[src/rtl/assert_macros.svh]
// Assertion macros used by the top level of the key-value cache.
`ifndef ASSERT_MACROS_SVH
`define ASSERT_MACROS_SVH

// Check a property on every rising clock edge outside reset.
`define LKV_ASSERT(lbl, clk, rstn, prop) \
  lbl: assert property (@(posedge clk) disable iff (!(rstn)) (prop)) \
    else $error("%m: check failed");

// Check that a condition never holds outside reset.
`define LKV_NEVER(lbl, clk, rstn, cond) \
  `LKV_ASSERT(lbl, clk, rstn, !(cond))

`endif

[src/rtl/lkv_pkg.sv]
// Package with the types and constants of the key-value cache.
`timescale 1ns / 1ps
package lkv_pkg;

  localparam int unsigned KEY_W = 32;
  localparam int unsigned CAP_W = 5;

  localparam logic [CAP_W-1:0] CAP_RESET  = 5'd16;
  localparam logic [KEY_W-1:0] MISS_VALUE = 32'hFFFF_FFFF;

  localparam logic OP_GET = 1'b0;
  localparam logic OP_PUT = 1'b1;

  typedef enum logic [1:0] {
    ST_IDLE,
    ST_LOOK,
    ST_COMMIT
  } lkv_state_e;

  // Control strobes from the sequencer to the row of cells
  typedef struct packed {
    logic ready;   // take a new item
    logic look;    // register the compare results
    logic commit;  // write the result, update the row
    logic shift;   // move entries one cell towards the tail
    logic evict;   // the tail entry drops off the row
  } lkv_ctl_t;

endpackage

[src/rtl/lkv_req_if.sv]
// Request channel interface: operation, key and value.
`timescale 1ns / 1ps
interface lkv_req_if;
  import lkv_pkg::*;
  logic                    valid;
  logic                    ready;
  logic                    op;
  logic signed [KEY_W-1:0] key;
  logic signed [KEY_W-1:0] value;

  modport source (output valid, output op, output key, output value, input ready);
  modport sink   (input valid, input op, input key, input value, output ready);
endinterface

[src/rtl/lkv_rsp_if.sv]
// Response channel interface: hit, read value and eviction report.
`timescale 1ns / 1ps
interface lkv_rsp_if;
  import lkv_pkg::*;
  logic                    valid;
  logic                    ready;
  logic                    hit;
  logic signed [KEY_W-1:0] read_value;
  logic                    evicted;
  logic signed [KEY_W-1:0] evicted_key;

  modport source (output valid, output hit, output read_value, output evicted,
                  output evicted_key, input ready);
  modport sink   (input valid, input hit, input read_value, input evicted,
                  input evicted_key, output ready);
endinterface

[src/rtl/lkv_cell.sv]
// One cell of the recency-ordered row: holds a key and a value.
`timescale 1ns / 1ps
module lkv_cell import lkv_pkg::*; (
  input  logic             clk_i,
  input  logic             shift_i,
  input  logic             live_i,
  input  logic [KEY_W-1:0] probe_i,
  input  logic [KEY_W-1:0] key_i,
  input  logic [KEY_W-1:0] value_i,
  output logic [KEY_W-1:0] key_o,
  output logic [KEY_W-1:0] value_o,
  output logic             match_o
);

  logic [KEY_W-1:0] key_q;
  logic [KEY_W-1:0] value_q;

  // Take the entry of the neighbour nearer the head
  always_ff @(posedge clk_i) begin
    if (shift_i) begin
      key_q   <= key_i;
      value_q <= value_i;
    end
  end

  // Compare the probe key with the local entry
  assign match_o = live_i && (key_q == probe_i);
  assign key_o   = key_q;
  assign value_o = value_q;

endmodule

[src/rtl/lkv_ctrl.sv]
// Sequencer: capacity register, entry count and per-item update decision.
`timescale 1ns / 1ps
module lkv_ctrl import lkv_pkg::*; #(
  parameter int unsigned MAX_ENTRIES = 16,
  parameter int unsigned IW = (MAX_ENTRIES > 1) ? $clog2(MAX_ENTRIES) : 1,
  parameter int unsigned CW = $clog2(MAX_ENTRIES + 1)
) (
  input  logic             clk_i,
  input  logic             rst_ni,
  input  logic             req_fire_i,
  input  logic             op_i,
  input  logic             hit_i,
  input  logic [IW-1:0]    hit_idx_i,
  input  logic             out_free_i,
  input  logic             cfg_we_i,
  input  logic [CAP_W-1:0] cfg_data_i,
  output lkv_ctl_t         ctl_o,
  output logic [IW-1:0]    limit_o,
  output logic [CW-1:0]    count_o
);

  lkv_state_e       state_q, state_d;
  logic [CAP_W-1:0] cap_q;
  logic [CW-1:0]    count_q, count_d;
  logic [CW-1:0]    ecap;
  logic             full;

  // Clamp the capacity to the built depth, zero acts as one
  always_comb begin
    if (cap_q == '0) begin
      ecap = CW'(1);
    end else if (32'(cap_q) > MAX_ENTRIES) begin
      ecap = CW'(MAX_ENTRIES);
    end else begin
      ecap = CW'(cap_q);
    end
  end

  assign full = (count_q >= ecap);

  // Next state, strobes and shift limit
  always_comb begin
    state_d = state_q;
    ctl_o   = '0;
    limit_o = hit_idx_i;
    count_d = count_q;
    case (state_q)
      ST_IDLE: begin
        ctl_o.ready = 1'b1;
        if (req_fire_i) begin
          state_d = ST_LOOK;
        end
      end
      ST_LOOK: begin
        ctl_o.look = 1'b1;
        state_d    = ST_COMMIT;
      end
      ST_COMMIT: begin
        if (out_free_i) begin
          ctl_o.commit = 1'b1;
          state_d      = ST_IDLE;
          if (hit_i) begin
            ctl_o.shift = 1'b1;
          end else if (op_i == OP_PUT) begin
            ctl_o.shift = 1'b1;
            if (full) begin
              ctl_o.evict = 1'b1;
              limit_o     = IW'(ecap - CW'(1));
            end else begin
              limit_o = IW'(count_q);
              count_d = count_q + CW'(1);
            end
          end
        end
      end
      default: begin
        state_d = ST_IDLE;
      end
    endcase
    // A capacity write empties the store
    if (cfg_we_i) begin
      count_d = '0;
    end
  end

  // Hold state, capacity and count
  always_ff @(posedge clk_i or negedge rst_ni) begin
    if (!rst_ni) begin
      state_q <= ST_IDLE;
      cap_q   <= CAP_RESET;
      count_q <= '0;
    end else begin
      state_q <= state_d;
      count_q <= count_d;
      if (cfg_we_i) begin
        cap_q <= cfg_data_i;
      end
    end
  end

  assign count_o = count_q;

endmodule

[src/rtl/lru_key_value_cache.sv]
// Fully associative key-value cache with LRU replacement, top level.
// An item goes through accept, a registered key compare in every cell,
// then commit of the result and a one-step shift of the recency row.
// The result is registered on commit, and no new item is accepted before
// that commit. A waiting result stalls the next commit, and so the input.
// Reset empties the store and sets the capacity to sixteen; no clearing pass.
`timescale 1ns / 1ps
`include "assert_macros.svh"
module lru_key_value_cache import lkv_pkg::*; #(
  parameter int unsigned MAX_ENTRIES = 16
) (
  input  logic             clk_i,
  input  logic             rst_ni,
  lkv_req_if.sink          req_i,
  lkv_rsp_if.source        rsp_o,
  input  logic             cfg_we_i,
  input  logic [CAP_W-1:0] cfg_data_i
);

  localparam int unsigned IW = (MAX_ENTRIES > 1) ? $clog2(MAX_ENTRIES) : 1;
  localparam int unsigned CW = $clog2(MAX_ENTRIES + 1);

  lkv_ctl_t         ctl;
  logic [IW-1:0]    limit;
  logic [CW-1:0]    count;
  logic             req_fire;
  logic             out_free;

  logic             op_q;
  logic [KEY_W-1:0] key_q;
  logic [KEY_W-1:0] val_q;

  logic             hit_q;
  logic [IW-1:0]    hit_idx_q;
  logic [KEY_W-1:0] hit_val_q;
  logic [KEY_W-1:0] lru_key_q;

  logic [MAX_ENTRIES-1:0] match;
  logic [KEY_W-1:0]       cell_key [MAX_ENTRIES];
  logic [KEY_W-1:0]       cell_val [MAX_ENTRIES];
  logic [IW-1:0]          enc;
  logic [KEY_W-1:0]       orv;
  logic [KEY_W-1:0]       head_val;

  logic             out_valid_q;
  logic             out_hit_q;
  logic [KEY_W-1:0] out_rd_q;
  logic             out_ev_q;
  logic [KEY_W-1:0] out_evk_q;

  assign req_fire    = req_i.valid && req_i.ready;
  assign out_free    = !out_valid_q || rsp_o.ready;
  assign req_i.ready = ctl.ready;

  lkv_ctrl #(
    .MAX_ENTRIES (MAX_ENTRIES),
    .IW          (IW),
    .CW          (CW)
  ) u_ctrl (
    .clk_i      (clk_i),
    .rst_ni     (rst_ni),
    .req_fire_i (req_fire),
    .op_i       (op_q),
    .hit_i      (hit_q),
    .hit_idx_i  (hit_idx_q),
    .out_free_i (out_free),
    .cfg_we_i   (cfg_we_i),
    .cfg_data_i (cfg_data_i),
    .ctl_o      (ctl),
    .limit_o    (limit),
    .count_o    (count)
  );

  // Latch the accepted item
  always_ff @(posedge clk_i) begin
    if (req_fire) begin
      op_q  <= req_i.op;
      key_q <= req_i.key;
      val_q <= req_i.value;
    end
  end

  // The head cell takes the touched or new entry
  assign head_val = (op_q == OP_PUT) ? val_q : hit_val_q;

  // Row of cells, head is most recent, valid cells sit below the count
  for (genvar i = 0; i < MAX_ENTRIES; i++) begin : g_cell
    logic             live;
    logic             shift;
    logic [KEY_W-1:0] nb_key;
    logic [KEY_W-1:0] nb_val;

    assign live  = (CW'(i) < count);
    assign shift = ctl.shift && (IW'(i) <= limit);

    if (i == 0) begin : g_head
      assign nb_key = key_q;
      assign nb_val = head_val;
    end else begin : g_body
      assign nb_key = cell_key[i-1];
      assign nb_val = cell_val[i-1];
    end

    lkv_cell u_cell (
      .clk_i   (clk_i),
      .shift_i (shift),
      .live_i  (live),
      .probe_i (key_q),
      .key_i   (nb_key),
      .value_i (nb_val),
      .key_o   (cell_key[i]),
      .value_o (cell_val[i]),
      .match_o (match[i])
    );
  end

  // Encode the single matching cell and pick its value
  always_comb begin
    enc = '0;
    orv = '0;
    for (int i = 0; i < MAX_ENTRIES; i++) begin
      if (match[i]) begin
        enc = enc | IW'(i);
        orv = orv | cell_val[i];
      end
    end
  end

  // Register the compare results and the tail key
  always_ff @(posedge clk_i) begin
    if (ctl.look) begin
      hit_q     <= |match;
      hit_idx_q <= enc;
      hit_val_q <= orv;
      lru_key_q <= cell_key[IW'(count - CW'(1))];
    end
  end

  // Output register, filled on commit and drained by the sink
  always_ff @(posedge clk_i or negedge rst_ni) begin
    if (!rst_ni) begin
      out_valid_q <= 1'b0;
    end else if (ctl.commit) begin
      out_valid_q <= 1'b1;
    end else if (rsp_o.ready) begin
      out_valid_q <= 1'b0;
    end
  end

  always_ff @(posedge clk_i) begin
    if (ctl.commit) begin
      out_hit_q <= hit_q;
      out_ev_q  <= ctl.evict;
      out_evk_q <= ctl.evict ? lru_key_q : '0;
      if (op_q == OP_PUT) begin
        out_rd_q <= '0;
      end else begin
        out_rd_q <= hit_q ? hit_val_q : MISS_VALUE;
      end
    end
  end

  assign rsp_o.valid       = out_valid_q;
  assign rsp_o.hit         = out_hit_q;
  assign rsp_o.read_value  = out_rd_q;
  assign rsp_o.evicted     = out_ev_q;
  assign rsp_o.evicted_key = out_evk_q;

  // Checks
  `LKV_ASSERT(a_count_bound, clk_i, rst_ni, count <= CW'(MAX_ENTRIES))
  `LKV_ASSERT(a_one_in_flight, clk_i, rst_ni, req_fire |=> !req_i.ready)
  `LKV_ASSERT(a_hit_in_row, clk_i, rst_ni, (ctl.commit && hit_q) |-> (CW'(hit_idx_q) < count))
  `LKV_NEVER(a_evict_on_hit, clk_i, rst_ni, ctl.evict && hit_q)

endmodule

[src/flat_wrapper.sv]
// flat-port wrapper written by rule: the top's interface ports become plain ports
module lru_key_value_cache_flat import lkv_pkg::*;
#(
  parameter int unsigned MAX_ENTRIES = 16
)
  (clk_i, rst_ni, cfg_we_i, cfg_data_i, req_i_valid, req_i_op, req_i_key, req_i_value, req_i_ready, rsp_o_valid, rsp_o_hit, rsp_o_read_value, rsp_o_evicted, rsp_o_evicted_key, rsp_o_ready);
  lkv_req_if req_i_i ();
  lkv_rsp_if rsp_o_i ();
  input  logic clk_i;
  input  logic rst_ni;
  input  logic cfg_we_i;
  input  logic [CAP_W-1:0] cfg_data_i;
  input wire logic [$bits(req_i_i.valid)-1:0] req_i_valid;
  input wire logic [$bits(req_i_i.op)-1:0] req_i_op;
  input wire logic [$bits(req_i_i.key)-1:0] req_i_key;
  input wire logic [$bits(req_i_i.value)-1:0] req_i_value;
  output wire logic [$bits(req_i_i.ready)-1:0] req_i_ready;
  output wire logic [$bits(rsp_o_i.valid)-1:0] rsp_o_valid;
  output wire logic [$bits(rsp_o_i.hit)-1:0] rsp_o_hit;
  output wire logic [$bits(rsp_o_i.read_value)-1:0] rsp_o_read_value;
  output wire logic [$bits(rsp_o_i.evicted)-1:0] rsp_o_evicted;
  output wire logic [$bits(rsp_o_i.evicted_key)-1:0] rsp_o_evicted_key;
  input wire logic [$bits(rsp_o_i.ready)-1:0] rsp_o_ready;
  assign req_i_i.valid = req_i_valid;
  assign req_i_i.op = req_i_op;
  assign req_i_i.key = req_i_key;
  assign req_i_i.value = req_i_value;
  assign req_i_ready = req_i_i.ready;
  assign rsp_o_valid = rsp_o_i.valid;
  assign rsp_o_hit = rsp_o_i.hit;
  assign rsp_o_read_value = rsp_o_i.read_value;
  assign rsp_o_evicted = rsp_o_i.evicted;
  assign rsp_o_evicted_key = rsp_o_i.evicted_key;
  assign rsp_o_i.ready = rsp_o_ready;
  lru_key_value_cache #(.MAX_ENTRIES(MAX_ENTRIES)) u_core (.clk_i(clk_i), .rst_ni(rst_ni), .req_i(req_i_i), .rsp_o(rsp_o_i), .cfg_we_i(cfg_we_i), .cfg_data_i(cfg_data_i));
endmodule
[config.mk]
export PLATFORM = sky130hd
export DESIGN_NAME = lru_key_value_cache_flat
export DESIGN_NICKNAME = d
export VERILOG_FILES = /design/src/rtl/lkv_pkg.sv /design/src/rtl/lkv_req_if.sv /design/src/rtl/lkv_rsp_if.sv /design/src/rtl/lkv_cell.sv /design/src/rtl/lkv_ctrl.sv /design/src/rtl/lru_key_value_cache.sv /design/src/flat_wrapper.sv
export VERILOG_INCLUDE_DIRS = /design/src /design/src/rtl
export SDC_FILE = /design/constraint.sdc
export NUM_CORES = 2
export LEC_CHECK = 0
export CAP_MARGIN = 40
export CORE_MARGIN = 2
export CORE_UTILIZATION = 35
export DETAILED_ROUTE_END_ITERATION = 10
export DONT_BUFFER_PORTS = 1
export PLACE_DENSITY_LB_ADDON = 0.2
export SKIP_LAST_GASP = 1
export SYNTH_ARGS = -nofsm -noshare
export SYNTH_HDL_FRONTEND = slang
export SYNTH_HIERARCHICAL = 1
export SYNTH_SLANG_ARGS = --single-unit
[constraint.sdc]
create_clock -name clk_i -period 20.7 [get_ports clk_i]
set_input_delay 2.07 -clock clk_i [delete_from_list [all_inputs] [get_ports clk_i]]
set_output_delay 2.07 -clock clk_i [all_outputs]
set_load 0.02 [all_outputs]
* Word-level counts from Yosys, hierarchy flattened
Cells that the tools add are included.
** Word-level totals
- Register bits after elaboration :: 1237
- Latch bits :: 0
- Bits in writable memories :: 0
- Memory bits (read-only) :: 0
- Word-level logic and storage cells :: 233
- Memories kept :: 0
** Cells by class
- Add/subtract/negate cells :: 3
- Multipliers :: 0
- Divide/modulo/power cells :: 0
- Magnitude comparators :: 35
- Equal/unequal tests :: 22
- Shift operators :: 0
- Muxes and demuxes :: 60
- Bitwise operators :: 16
- Reduce and logical (&&, ||, !) cells :: 47
** Operators by type and width (number)
- 32-bit 2-to-1 mux :: 20
- 32-bit == test :: 16
- 32-bit OR :: 15
- 32-bit binary-select mux with 4-bit select :: 1
- 4-bit 2-to-1 mux :: 11
- 4-bit by 5-bit < comparator with 1-bit output, first input constant :: 8
- 5-bit 2-to-1 mux :: 8
- 1-bit logical AND :: 33
- 4-bit less-or-equal comparator, first input constant :: 8
- 3-bit by 5-bit < comparator with 1-bit output, first input constant :: 4
- 3-bit 2-to-1 mux :: 6
- 3-bit by 4-bit less-or-equal comparator with 1-bit output, first input constant :: 4
- 16-bit OR reduction :: 1
- 1-bit by 5-bit < comparator with 1-bit output, first input constant :: 2
- 2-bit by 5-bit < comparator with 1-bit output, first input constant :: 2
- 2-bit 2-to-1 mux :: 5
- 1-bit by 4-bit less-or-equal comparator with 1-bit output, first input constant :: 2
- 2-bit by 4-bit less-or-equal comparator with 1-bit output, first input constant :: 2
- 1-bit 2-to-1 mux :: 8
- 2-bit nonzero test :: 4
- 8-bit OR reduction :: 1
- 4-bit by 1-bit subtractor with 4-bit output, second input constant :: 2
- 2-bit case mux with 3 select lines :: 1
- 5-bit by 1-bit adder with 5-bit output, second input constant :: 1
- other kinds (16) :: 18

* Logic depth before layout (Yosys ltp)
- Depth in word-level cells :: 33
- Gate-level depth with buffers :: 13
- Mapped depth without buffers :: 13

* Modules after synthesis
Netlist, hierarchy kept.
** By module, submodules not included
- lkv_cell :: times used 16, cells each 108, area each 2277.2 sq um
- lru_key_value_cache :: times used 1, cells each 1122, area each 14020.9 sq um
- lkv_ctrl :: times used 1, cells each 84, area each 800.8 sq um

* Worst setup path before layout
OpenSTA, ideal clock, no wires.
- Path kind :: input to register
- Start :: input port rsp_o_ready
- End :: register u_core.g_cell[1].u_cell.key_q[0] (enable)
- Library setup time :: 584 ps
- Arrival time :: 9636 ps
- Required time :: 20116 ps
- Slack :: 10480 ps
- Stages :: 4
- Path buffers :: 0
- Cell sequence :: nand2b_1 > and3b_2 > o21a_1 > a21boi_0
** RTL lines
- start, declared :: RTL line flat_wrapper.sv:23 : input wire logic [$bits(rsp_o_i.ready)-1:0] rsp_o_ready;
- end signal, assigned :: RTL line lkv_cell.sv:21 : key_q <= key_i;
- end, declared :: RTL line lkv_cell.sv:15 : logic [KEY_W-1:0] key_q;

* Worst setup path in the final report
- Start :: input port rsp_o_ready
- End :: register u_core.g_cell[12].u_cell.value_q[25] (enable)
** On the way
- Cells in the longest elaborated chain, start to end :: 5
- Elaborated cells on any way between the ends :: 7
** RTL lines
- 1-bit logical OR :: RTL line lru_key_value_cache.sv:52 : assign out_free = !out_valid_q || rsp_o.ready;
- 4-bit 2-to-1 mux :: RTL line lkv_ctrl.sv:59 : if (out_free_i) begin
- 4-bit 2-to-1 mux :: RTL line lkv_ctrl.sv:47 : case (state_q)
- net u_core.limit[3] :: RTL line lru_key_value_cache.sv:24 : logic [IW-1:0] limit;
- 4-bit less-or-equal comparator :: RTL line lru_key_value_cache.sv:94 : assign shift = ctl.shift && (IW'(i) <= limit);
- 1-bit logical AND :: RTL line lru_key_value_cache.sv:94
- net u_core.g_cell[12].shift :: RTL line lru_key_value_cache.sv:89 : logic shift;
- end signal, assigned :: RTL line lkv_cell.sv:22 : value_q <= value_i;
- end, declared :: RTL line lkv_cell.sv:16 : logic [KEY_W-1:0] value_q;
The timed path passes the listed nets, and every way through them passes these cells.
A chain may end at the register's enable or synchronous reset.

==> metrics.md <==
| Metric | Value |
|---|---|
| Worst Clk Skew | 0.0434 ns |
| Post-synth design cell area | 51300 sq um |
| First-iteration detailed-routing DRC count | 2939 |
| Slowest stage delay, CP | 0.83 ns |
| Critical path launch point type | input pin |
| First-pass GRT wire length | 214000 um |
| TNS Setup | 0 ns |
| Layout cell share with drive strength beyond 1 | 16.4% |
| EDFF count, synth | 1224 |
| Horiz. Die Dim | 387 um |
| Post-cts sizing count | 0 |
| WL/cell | 29.3 um |
| H-tree depth | 4 |
| Placer Congestion | 0.835 |
| Commonest cells post-synth | 1224 x edfxtp_1, 496 x xor2_1, 128 x a221oi_1, 128 x a22o_1, 128 x mux4_2 |
| Core area | 146000 sq um |
| Clock buffer depth | 3 |
| Top_reg_cell synth | edfxtp_1 |
| Clock root cell | clkbuf_16 |
| FFs w/ async S/R, synth | 1.05% |
| CTS sink cnt | 1237 |
| Period utilization | 30.2% |
| Total die area | 150000 sq um |
| Synth Warn # | 6 |
| Slew headroom | 30.9% |
| Total gr overflow | 0 |
| Worst slew pin tran | 1.03 ns |
| Yosys cell types | 54 |
| NumNets Final | 3126 |
| Synth Area per Inst | 17.5 sq um |
| Compound-Gate Fraction of Synth Area | 6.91% |
| Hpwl dp | 91700 um |
| Max rail drop VDD | 0.0598 mV |
| Xor and xnor area share after synthesis | 8.78% |
| Synth Instances | 2934 |
| I/O pin total | 143 |
| Initial antenna violation count | 8 |
| Mapped Nets | 3017 |
| Synth area leader | edfxtp_1 |
| Leakage power of the design | 19.3 nW |
| Min-Delay Path Class | reg -> reg |
| Drt via density | 5.66 |
| Clock Latency Late Sink | 0.80 ns |
| Status | completed |
| Slowest cell on the critical path | o31ai_1 |
| # rows | 140 |
| Setup-failing EPs final | 0 |
| Post-Synth Adder-Cell Area | 0.195% |
| Clk pwr share | 36.6% |
| Mux share of post-synthesis cell area | 5.77% |
| Routed Wire Length | 149000 um |
| Hold buffers post-CTS | 0 |
| Final Hold Fails | 0 |
| Slew Viols, Final | 0 |
| Main combinational cell family by area after synthesis | XOR/XNOR gates |
| Largest net degree at the start of global routing | 79 |
| DRC | 0 |
| Initial core utilization | 35.2% |
| Crit path launch | rsp_o_ready |
| PortBufs | 0 |
| Final min period | 6.24 ns |
| Post-synthesis sequential area ratio | 72.3% |
| Max Freq | 160 MHz |
| Reg2reg start | u_core/u_ctrl/count_o[0] |
| Family with the most delay on the worst path | simple AND/OR/NAND/NOR gates |
| Post-Synth Simple-Gate Area | 4.52% |
| CP required | 21.10 ns |
| Worst path bufs/invs | 3 |
| Switching power | 0.00198 W |
| CTS buffer count | 141 |
| Most numerous cell in the Yosys netlist | edfxtp_1 |
| TritonCTS clock tree | yes |
| Routed Antenna Nets | 0 |
| Flops & latches, synth | 1237 |
| Drt pass-1 iters | 7 |
| Worst Path Arrival | 6.64 ns |
| Internal cell power | 0.00504 W |
| GRT Overall Usage | 19.6% |
| # Max-Cap Violations | 0 |
| Syn-to-layout area delta | 16.1% |
| Sequential power share | 49.4% |
| CP Class | in -> reg |
| Vias in the first global route | 29400 |
| Die Y | 387 um |
| Via count | 28800 |
| Synth area leaders | edfxtp_1 72%, xor2_1 8.5%, mux4_2 5.6%, a221oi_1 2.2%, a22o_1 2.2% |
| Clk slew on worst S/H paths | 0.06 ns |
| HP Start | u_core/g_cell[14].u_cell/value_o[8] |
| Synth top area share | 71.7% |
| CP cell instances | nand2b_1 -> and3b_4 -> nand3b_1 -> o31ai_1 -> nand2_1 -> clkinv_2 -> nand2_1 -> clkinv_2 -> buf_4 |
| Net Sw Frac | 28.2% |
| PwrDens | 118 nW/um^2 |
| Hold_ws | 0.438 ns |
| Setup crit end kind | flop |
| Post-CTS setup buffers | 0 |
| Unrepaired setup endpoints after global routing | false |
| Max FO, Critical Path | 43 |
| Combinational Power Share | 14.0% |
registers in the layout (all words and copies together) (netlist names):
name                          count
u_core/g_cell.u_cell/key_o      512
u_core/g_cell.u_cell/value_o    512
u_core/g_cell.nb_key             32
u_core/hit_val_q                 32
u_core/lru_key_q                 32
u_core/rsp_o.evicted_key         32
u_core/rsp_o.read_value          32
u_core/val_q                     32
u_core/u_ctrl/cap_q               5
u_core/u_ctrl/count_o             5
u_core/hit_idx_q                  4
u_core/u_ctrl/state_q             2
u_core/hit_q                      1
u_core/op_q                       1
u_core/rsp_o.evicted              1
u_core/rsp_o.hit                  1
u_core/rsp_o.valid                1
power groups by stage:
stage	Combinational [W]	Sequential, W	Clock, W
after CTS	0.000993	0.00347	0.00264
after global placement	0.000843	0.00357	0
final	0.000982	0.00347	0.00257
after floorplan	0.000518	0.00350	0
after global routing	0.00106	0.00350	0.00273
after detailed placement	0.000987	0.00352	0
routing by layer:
layer  vias up  wire length [um]  GRT usage, %  share of wire (%)
li1      12000                 -             -                  -
met1     15100             67500          28.8                 45
met4         2              3670          5.85                2.5
met2      1406             65500          28.9                 44
met3       252             12100          4.43                8.1
met5         -                13             0             0.0087
logic make-up (layout without fill, tap and decap cells):
logic type	count (synthesis)	count (layout)
adder cells (fa/ha/maj)	8	8
AO/OA/AOI/OAI	457	457
multiplexers	135	135
other	0	1
XOR/XNOR	514	514
buffers and inverters	179	405
AND/OR/NAND/NOR	404	404
flip-flops	1237	1237
final timing paths:
check	end	slack [ns]	cells past startpoint
max	u_core/g_cell[12].u_cell/value_o[25]	14.46	9
min reg2reg	u_core/g_cell[15].u_cell/value_o[8]	0.44	0
min	u_core/g_cell[15].u_cell/value_o[8]	0.44	0
max reg2reg	u_core/g_cell[12].u_cell/value_o[25]	15.08	12
max in group asynchronous	u_core/u_ctrl/cap_q[4]	19.56	0
min in group asynchronous	u_core/u_ctrl/count_o[1]	0.97	0
final cells by class:
cell class / count / area (sq um)
Sequential cell: 1237 / 37100
Tap cell: 1917 / 2400
Clock buffer: 166 / 3660
Clock inverter: 94 / 1100
Fill cell: 12800 / 86100
Timing Repair Buffer: 102 / 1420
Inverter: 43 / 165
Antenna cell: 1 / 2.50
Multi-Input combinational cell: 1518 / 13700
through the flow:
stage          utilization [%]  area, sq um  cells  setup slack, ns  power (W)
2_1_floorplan                -        51300   2934            10.48    0.00401
3_3_place_gp              36.9        53700   4767            13.36    0.00441
3_5_place_dp              37.6        54700   4814            13.59    0.00450
4_1_cts                   40.9        59500   5074            14.42    0.00711
5_1_grt                   40.9        59500   5077            14.02    0.00729
6_report                  40.9        59500   5078            14.46    0.00702
placed cells by master, fill, tap and decap left out, types with 52 or more instances in the layout:
cell type,netlist,routed
edfxtp_1,1224,1224
nand3_1,65,65
a22o_1,128,128
a221oi_1,128,128
buf_4,1,52
xor2_1,496,496
nor4_1,120,120
nand2_1,55,54
clkbuf_16,0,143
mux4_2,128,128
o21ai_0,108,108
(Power assumes the default switching activity.)
